[config.mk]
export PLATFORM = sky130hd
export DESIGN_NAME = bnms_ctrl
export DESIGN_NICKNAME = d
export VERILOG_FILES = /design/src/rtl/bnms_pkg.sv /design/src/rtl/bnms_ctrl.sv
export SDC_FILE = /design/constraint.sdc
export NUM_CORES = 1
export LEC_CHECK = 0
export ABC_CLOCK_PERIOD_IN_PS = 1300
export BUFFER_PORTS_ARGS = -buffer_cell sky130_fd_sc_hd__buf_4
export CAP_MARGIN = 5
export CORE_AREA = 4 4 41 43
export CTS_CLUSTER_DIAMETER = 40
export DETAILED_ROUTE_END_ITERATION = 8
export DIE_AREA = 0 0 45 47
export GPL_ROUTABILITY_DRIVEN = 1
export HOLD_SLACK_MARGIN = 0.08
export PLACE_DENSITY_LB_ADDON = 0.15
export SLEW_MARGIN = 40
export SYNTH_ARGS = -nofsm -noshare
export SYNTH_HDL_FRONTEND = slang
export SYNTH_SLANG_ARGS = --single-unit
[constraint.sdc]
create_clock -name clk -period 1.3 [get_ports clk]
set_clock_uncertainty 0.15 [all_clocks]
set_input_delay 0 -clock clk [delete_from_list [all_inputs] [get_ports clk]]
set_output_delay 0 -clock clk [all_outputs]
set_load 0.03 [all_outputs]
[src/rtl/bnms_pkg.sv]
package bnms_pkg;

  // IoU epsilon, added to the union area in the same units as the box area products
  localparam logic [33:0] IOU_EPS = 34'd430;
  localparam logic [15:0] IOU_THRESHOLD_RESET = 16'd32768;

  typedef struct packed {
    logic [7:0]  box_class;
    logic [15:0] confidence;
    logic [15:0] left_x;
    logic [15:0] top_y;
    logic [15:0] right_x;
    logic [15:0] bottom_y;
    logic        last_box;
  } box_req_t;

  typedef struct packed {
    logic [7:0]  kept_class;
    logic [15:0] kept_confidence;
    logic [15:0] kept_left_x;
    logic [15:0] kept_top_y;
    logic [15:0] kept_right_x;
    logic [15:0] kept_bottom_y;
    logic        final_result;
    logic        nothing_kept;
    logic        set_overflowed;
  } box_res_t;

  // one stored box
  typedef struct packed {
    logic [7:0]  cls;
    logic [15:0] conf;
    logic [15:0] lx;
    logic [15:0] ty;
    logic [15:0] rx;
    logic [15:0] by;
  } entry_t;

  typedef enum logic [3:0] {
    ST_IDLE,
    ST_FIND_INIT,
    ST_FIND,
    ST_FIND_WAIT,
    ST_DECIDE,
    ST_TEST,
    ST_SUPP_INIT,
    ST_SUPP,
    ST_SUPP_DRAIN,
    ST_FLUSH
  } state_t;

  typedef struct packed {
    logic load;
    logic scan_clr;
    logic rd_en;
    logic supp_mode;
    logic find_clr;
    logic take_winner;
    logic push_survivor;
    logic flush;
  } cmd_t;

  typedef struct packed {
    logic scan_end;
    logic best_found;
    logic best_zero;
    logic a_supp;
    logic pipe_idle;
  } status_t;

  // extent of one axis, zero when inverted
  function automatic logic [15:0] span(input logic [15:0] lo, input logic [15:0] hi);
    span = (hi > lo) ? (hi - lo) : 16'd0;
  endfunction

endpackage

[src/rtl/bnms_ctrl.sv]
module bnms_ctrl (
  input  logic                clk,
  input  logic                rst,
  input  logic                start,
  input  logic                last_box,
  input  bnms_pkg::status_t   status,
  output bnms_pkg::cmd_t      cmd,
  output logic                busy
);

  bnms_pkg::state_t state, state_next;

  always_ff @(posedge clk) begin
    if (rst) begin
      state <= bnms_pkg::ST_IDLE;
    end else begin
      state <= state_next;
    end
  end

  // next state
  always_comb begin
    state_next = state;
    case (state)
      bnms_pkg::ST_IDLE: begin
        if (start && last_box) state_next = bnms_pkg::ST_FIND_INIT;
      end
      bnms_pkg::ST_FIND_INIT: state_next = bnms_pkg::ST_FIND;
      bnms_pkg::ST_FIND: begin
        if (status.scan_end) state_next = bnms_pkg::ST_FIND_WAIT;
      end
      bnms_pkg::ST_FIND_WAIT: state_next = bnms_pkg::ST_DECIDE;
      bnms_pkg::ST_DECIDE: begin
        if (!status.best_found || status.best_zero) state_next = bnms_pkg::ST_FLUSH;
        else state_next = bnms_pkg::ST_TEST;
      end
      bnms_pkg::ST_TEST: begin
        if (status.a_supp) state_next = bnms_pkg::ST_FIND_INIT;
        else state_next = bnms_pkg::ST_SUPP_INIT;
      end
      bnms_pkg::ST_SUPP_INIT: state_next = bnms_pkg::ST_SUPP;
      bnms_pkg::ST_SUPP: begin
        if (status.scan_end) state_next = bnms_pkg::ST_SUPP_DRAIN;
      end
      bnms_pkg::ST_SUPP_DRAIN: begin
        if (status.pipe_idle) state_next = bnms_pkg::ST_FIND_INIT;
      end
      bnms_pkg::ST_FLUSH: state_next = bnms_pkg::ST_IDLE;
      default: state_next = bnms_pkg::ST_IDLE;
    endcase
  end

  // commands
  always_comb begin
    cmd = '0;
    busy = 1'b1;
    case (state)
      bnms_pkg::ST_IDLE: begin
        busy = 1'b0;
        cmd.load = start;
      end
      bnms_pkg::ST_FIND_INIT: begin
        cmd.scan_clr = 1'b1;
        cmd.find_clr = 1'b1;
      end
      bnms_pkg::ST_FIND: cmd.rd_en = 1'b1;
      bnms_pkg::ST_FIND_WAIT: cmd = '0;
      bnms_pkg::ST_DECIDE: begin
        cmd.take_winner = status.best_found && !status.best_zero;
      end
      bnms_pkg::ST_TEST: cmd.push_survivor = !status.a_supp;
      bnms_pkg::ST_SUPP_INIT: cmd.scan_clr = 1'b1;
      bnms_pkg::ST_SUPP: begin
        cmd.rd_en = 1'b1;
        cmd.supp_mode = 1'b1;
      end
      bnms_pkg::ST_SUPP_DRAIN: cmd.supp_mode = 1'b1;
      bnms_pkg::ST_FLUSH: cmd.flush = 1'b1;
      default: cmd = '0;
    endcase
  end

  a_find_after_drain: assert property (@(posedge clk) disable iff (rst)
    (state == bnms_pkg::ST_FIND_INIT) |-> status.pipe_idle)
    else $error("rank search started with suppression still in flight");
  a_supp_only_survivor: assert property (@(posedge clk) disable iff (rst)
    (state == bnms_pkg::ST_SUPP_INIT) |-> $past(state == bnms_pkg::ST_TEST && !status.a_supp))
    else $error("suppression scan without a surviving box");
  a_flush_to_idle: assert property (@(posedge clk) disable iff (rst)
    (state == bnms_pkg::ST_FLUSH) |=> (state == bnms_pkg::ST_IDLE))
    else $error("flush did not return to idle");

endmodule

==> results of run 1 <==
-- synthesized netlist by cell type (all sizes together) --
| master | n | area share, % |
|---|---|---|
| nor4 | 2 | 3.4 |
| a211oi | 1 | 2.1 |
| dfxtp | 4 | 22 |
| nand2b | 6 | 10 |
| a211o | 1 | 2.4 |
| xor2 | 1 | 2.4 |
| nor3b | 1 | 2.1 |
| nor3 | 6 | 8.3 |
| o21ai | 2 | 2.8 |
| o21a | 1 | 2.1 |
| and2 | 1 | 1.7 |
| nand3b | 1 | 2.1 |
| nor2 | 5 | 5.2 |
| nand2 | 6 | 6.2 |
| inv | 3 | 3.1 |
| o32ai | 1 | 2.4 |
| buf | 4 | 5.5 |
| or3b | 1 | 2.4 |
| a311oi | 1 | 2.4 |
| o22ai | 1 | 1.7 |
| a21oi | 5 | 6.9 |
| o22a | 1 | 2.4 |
-- power by group --
| group | internal [mW] | leakage, nW | total, mW | switching (mW) |
|---|---|---|---|---|
| sequential | 0.194 | 0.0353 | 0.278 | 0.0847 |
| clock | 0.103 | 0.0138 | 0.156 | 0.0522 |
| combinational | 0.962 | 0.351 | 1.83 | 0.868 |
-- worst max-delay path: stages (launching register included) --
cell and delay, ps:
dfxtp_4 360, buf_6 130, nand2b_4 150, o22a_1 230, nor2_4 90, buf_6 130
-- routing by layer --
layer / track usage, % / vias to the layer above
met5: 0 / -
met2: 26.84 / 19
met4: 7.018 / 0
li1: - / 287
met3: 2.299 / 0
met1: 17.95 / 263
-- worst max-delay path by stage --
stage / slack (ps) / from / depth (start not counted) / end
after floorplan: -120 / state[3] / 4 / state[2]
after global placement: -70 / state[2] / 4 / state[2]
after detailed placement: -90 / state[3] / 6 / state[0]
after CTS: -180 / state[1] / 5 / cmd[0]
after global routing: -210 / state[1] / 5 / cmd[6]
final: -170 / state[1] / 5 / cmd[6]
-- area by class of cell --
class | count | area [sq um]
fill | 100 | 366.6
timing repair buffer | 46 | 397.9
tap | 15 | 18.77
multi-input combinational | 44 | 391.6
inverter | 3 | 11.26
sequential | 4 | 92.59
clock buffer | 3 | 22.52
-- cell families after synthesis --
kind of cell	count (synthesis)	share of synthesized area, %
AOI/OAI and AO/OA	14	25.17
and+or+nand+nor	29	41.73
xor gates and xnor gates	1	2.414
DFF	4	22.07
buffers and inverters	7	8.621
-- stage by stage --
stage	util, %	hold slack, ps	setup slack (ps)
3_3_place_gp	50.87	44.66	-74.44
5_1_grt	71.83	105.6	-212.4
2_1_floorplan	-	-81.53	-123.6
4_1_cts	66.44	89.88	-181.4
3_5_place_dp	50.87	44.20	-88.82
6_report	71.83	102.1	-170.2
-- repair_timing --
action | 4_1_cts | 5_1_grt
gates cloned | 0 | 0
setup buffers | 4 | 1
pin swaps | 12 | 8
hold endpoints to repair | 4 | 0
setup endpoints to repair | 12 | 13
hold buffers | 6 | 0
gates resized for setup | 24 | 14
==> impl_metrics.ini, run 1 <==
[final_layout]
top_register = state
largestRegisters = state (4)
design_area_sq_um = 934.6
layout_common_cells = 30 x buf_4, 10 x buf_6, 6 x dlygate4sd3_1
area_growth_pct = 157.6
final_layout_size_suffix_gt1_share_pct = 70.00
largest_register_ffs = 4
final_nets = 111
diodes = 0
final_cells = 115
layout_commonest_cell = buf_4

[place]
dpl.hpwl_um = 920
numPortBuffers = 17
place.gp.congestion = 0.7951
placed_area_sq_um = 661.9
dp.cells = 101

[worst_setup_path]
rr_endpoint = state[1]
cp_max_fo = 6
worstSetupPathType = flip-flop to output pin
critPathRequiredTime_ps = 1150
cp.arrival_ps = 1320
crit_path_start_kind = flip-flop
end_kind = output pin
r2r_cells = 7
regToRegSetupSlack_ps = -130
r2r-start = state[1]

[synth]
synth_seq_cells = 4
synth.distinct_cells = 23
synth_nets = 64
yosysSeqAreaShare_pct = 22.07
synth_warnings = 0
syn_area_sq_um = 362.8
netlist_instances = 55
syn_avg_cell_area_sq_um = 6.597

[die]
start_util_pct = 27.88
core-area_sq_mm = 0.001301
std_cell_rows = 13
dieWidth_um = 45
die_area_sq_mm = 0.002115
chipHeight_um = 47
num_io_pins = 18

[hold_path]
hp-start = status[3]
min_to = state[3]
holdPathStages = 5
hold_class = input port to flip-flop

[routing]
wirelength_um = 1451
ant_nets = 0
top_layer_used = met3
drc_errors = 0
drt_iter0_markers = 12
dr_total_vias = 569
dr.pass1.iters = 5
wl_per_cell_um = 12.62
dr_wl_met3_um = 66
wl_met2_um = 821
post_drt_via_cell_ratio = 4.948
wl_met1_um = 563

[global_routing]
antenna_found_initial = 0
grt_pass1_wl_um = 2270
grt_pass1_vias = 509
overflow = 0
track_usage_pct = 15.17
grt_max_degree = 11

[pwr]
p_leak_nw = 0.4005
power_mw = 2.264
p_per_area_mw_per_mm2 = 2423
vdd_drop_max_uv = 1347

[clock_network]
clk_pin_slew_worst_paths_ps = 40
cts_htree_levels = 1
cts_root_buf = clkbuf_4
cts_made_buffers = 3
clk_latency_ps = 230
clockBufferDepth = 2
cts.sinks = 4
cts_tree = built

[timing]
tightest_slew_ps = 247.7
slew_headroom_pct = 83.36
setup_viol = 13
max_freq_ghz = 0.6802
hold_viol = 0
finalCriticalPeriod_ps = 1470
fin_crit_sh_pct = 113.1
finalWorstSetupSlack_ps = -170.2
drv_slew = 0
tns_ps = -1462
grt_setup_unrepaired = yes

[flow_run]
drv_cap = 0

[run_status]
status = finished, violations left
violations = negative setup slack
Note: power is estimated with default switching activity, not from simulation.
==> inputs of run 2 (changes only) <==
Settings changed: CELL_PAD_IN_SITES_DETAIL_PLACEMENT set to 1, CELL_PAD_IN_SITES_GLOBAL_PLACEMENT set to 1, CORE_AREA 4 4 41 43 to not set, CORE_MARGIN set to 4, CORE_UTILIZATION set to 25, DIE_AREA 0 0 45 47 to not set.
==> impl_metrics.ini, run 2 (synthesized netlist as in run 1, its figures left out) <==
[run_status]
status = finished, violations left
violations = negative setup slack

[hold_path]
hold_class = input port to flip-flop

[clock_network]
cts.sinks = 4
clockBufferDepth = 2
cts_root_buf = clkbuf_4
cts_tree = built
clk_latency_ps = 240
cts_made_buffers = 3
clk_pin_slew_worst_paths_ps = 40
cts_htree_levels = 1

[worst_setup_path]
crit_path_start_kind = flip-flop
path_common_cell = buf_4
slowest_delay_ps = 370
cp_slowest_cell = dfxtp_4
crit_chain = nand2b_2 > buf_4 > nor3_2 > buf_4
cp.arrival_ps = 1340
end_kind = output pin
cp_max_fo = 7
critPathRequiredTime_ps = 1150
worstSetupPathType = flip-flop to output pin

[routing]
post_drt_via_cell_ratio = 5.496
drt_iter0_markers = 8
dr_total_vias = 643
dr.pass1.iters = 4
wl_per_cell_um = 19.68
ant_nets = 0
wirelength_um = 2302
drc_errors = 0

[timing]
grt_setup_unrepaired = yes
tightest_slew_ps = 378.4
max_freq_ghz = 0.6712
hold_viol = 0
tns_ps = -1560
drv_slew = 0
fin_crit_sh_pct = 114.6
slew_headroom_pct = 74.58
finalWorstSetupSlack_ps = -189.9
setup_viol = 12
hold_ws_ps = 148.6
finalCriticalPeriod_ps = 1490

[final_layout]
top_register = state
regArea_sq_um = 92.59
largestRegisters = state (4)
layout_commonest_cell = buf_4
fin_util_pct = 72.05
layout_common_cells = 30 x buf_4, 12 x buf_6, 6 x dlygate4sd3_1
area_growth_pct = 164.8
n_fill_cell = 150
multi_input_area_sq_um = 395.4
largest_register_ffs = 4
design_area_sq_um = 960.9
final_nets = 113
diodes = 0
final_layout_size_suffix_gt1_share_pct = 69.61

[place]
dp_slack_ps = -148.1
placed_area_sq_um = 654.4
place.gp.congestion = 0.7255
dpl.hpwl_um = 1097
numPortBuffers = 17

[die]
die_area_sq_mm = 0.002125
std_cell_rows = 13
dieWidth_um = 46.10
start_util_pct = 27.20
num_io_pins = 18
chipHeight_um = 46.10
core-area_sq_mm = 0.001334

[pwr]
vdd_drop_max_uv = 1435
p_leak_nw = 0.4134
p_per_area_mw_per_mm2 = 2487

[global_routing]
antenna_found_initial = 0
track_usage_pct = 20.79
grt_pass1_wl_um = 3125
overflow = 0
grt_max_degree = 8
grt_pass1_vias = 654

[flow_run]
drv_cap = 0
-- run 2: cell count changes in the layout (fill, tap and decap cells not counted), moves of 2 or more --
cell     delta
a21oi_1     +3
a21oi_2     -3
buf_6       +2
o21ai_2     +2
-- run 2: power by group --
group          total (mW)  internal (mW)  switching (mW)
registers           0.299          0.194           0.105
logic                1.93          0.942           0.988
clock network       0.161          0.104          0.0572
-- run 2: repair_timing --
item / CTS / global route
resized for setup: 23 / 19
setup buffers: 4 / 5
hold buffers: 6 / 0
pin swaps: 9 / 5
endpoints found under the setup margin: 12 / 13
endpoints found under the hold margin: 4 / 0
gates cloned: 0 / 0
-- run 2: worst paths after layout --
| path | end | startpoint | slack, ps | cells past startpoint |
|---|---|---|---|---|
| max | cmd[1] | state[1] | -190 | 4 |
| min | state[0] | status[1] | 150 | 5 |
| min reg2reg | state[1] | state[3] | 610 | 4 |
| max reg2reg | state[0] | state[2] | -150 | 6 |
-- run 2: final cells by class --
cell class                 instances  share of cell area, %
tap                               15                  1.953
timing repair buffer              48                  43.75
sequential                         4                  9.635
multi-input combinational         44                  41.15
clock buffer                       3                  2.344
inverter                           3                  1.172
-- run 2: critical path: cells and delay by family, from the launching register on --
kind	cells	cell delay [ps]
DFF	1	370
buffers and inverters	2	340
and+or+nand+nor	2	380
-- run 2: layer usage --
metal | track usage [%] | share of wire (%) | vias up | wire length [um]
met5 | 0 | 0 | - | 0
met4 | 6.818 | 3.9 | 0 | 90
met3 | 1.172 | 7.3 | 10 | 169
met2 | 37.64 | 50 | 31 | 1158
met1 | 25.64 | 38 | 310 | 882
li1 | - | - | 292 | -
-- run 2: metrics by stage --
| stage | cells | power (mW) |
|---|---|---|
| global placement | 100 | 1.462 |
| global route | 117 | 2.529 |
| detailed placement | 100 | 1.485 |
| CTS | 113 | 2.017 |
| floorplan | 55 | 0.9440 |
| finish | 117 | 2.390 |
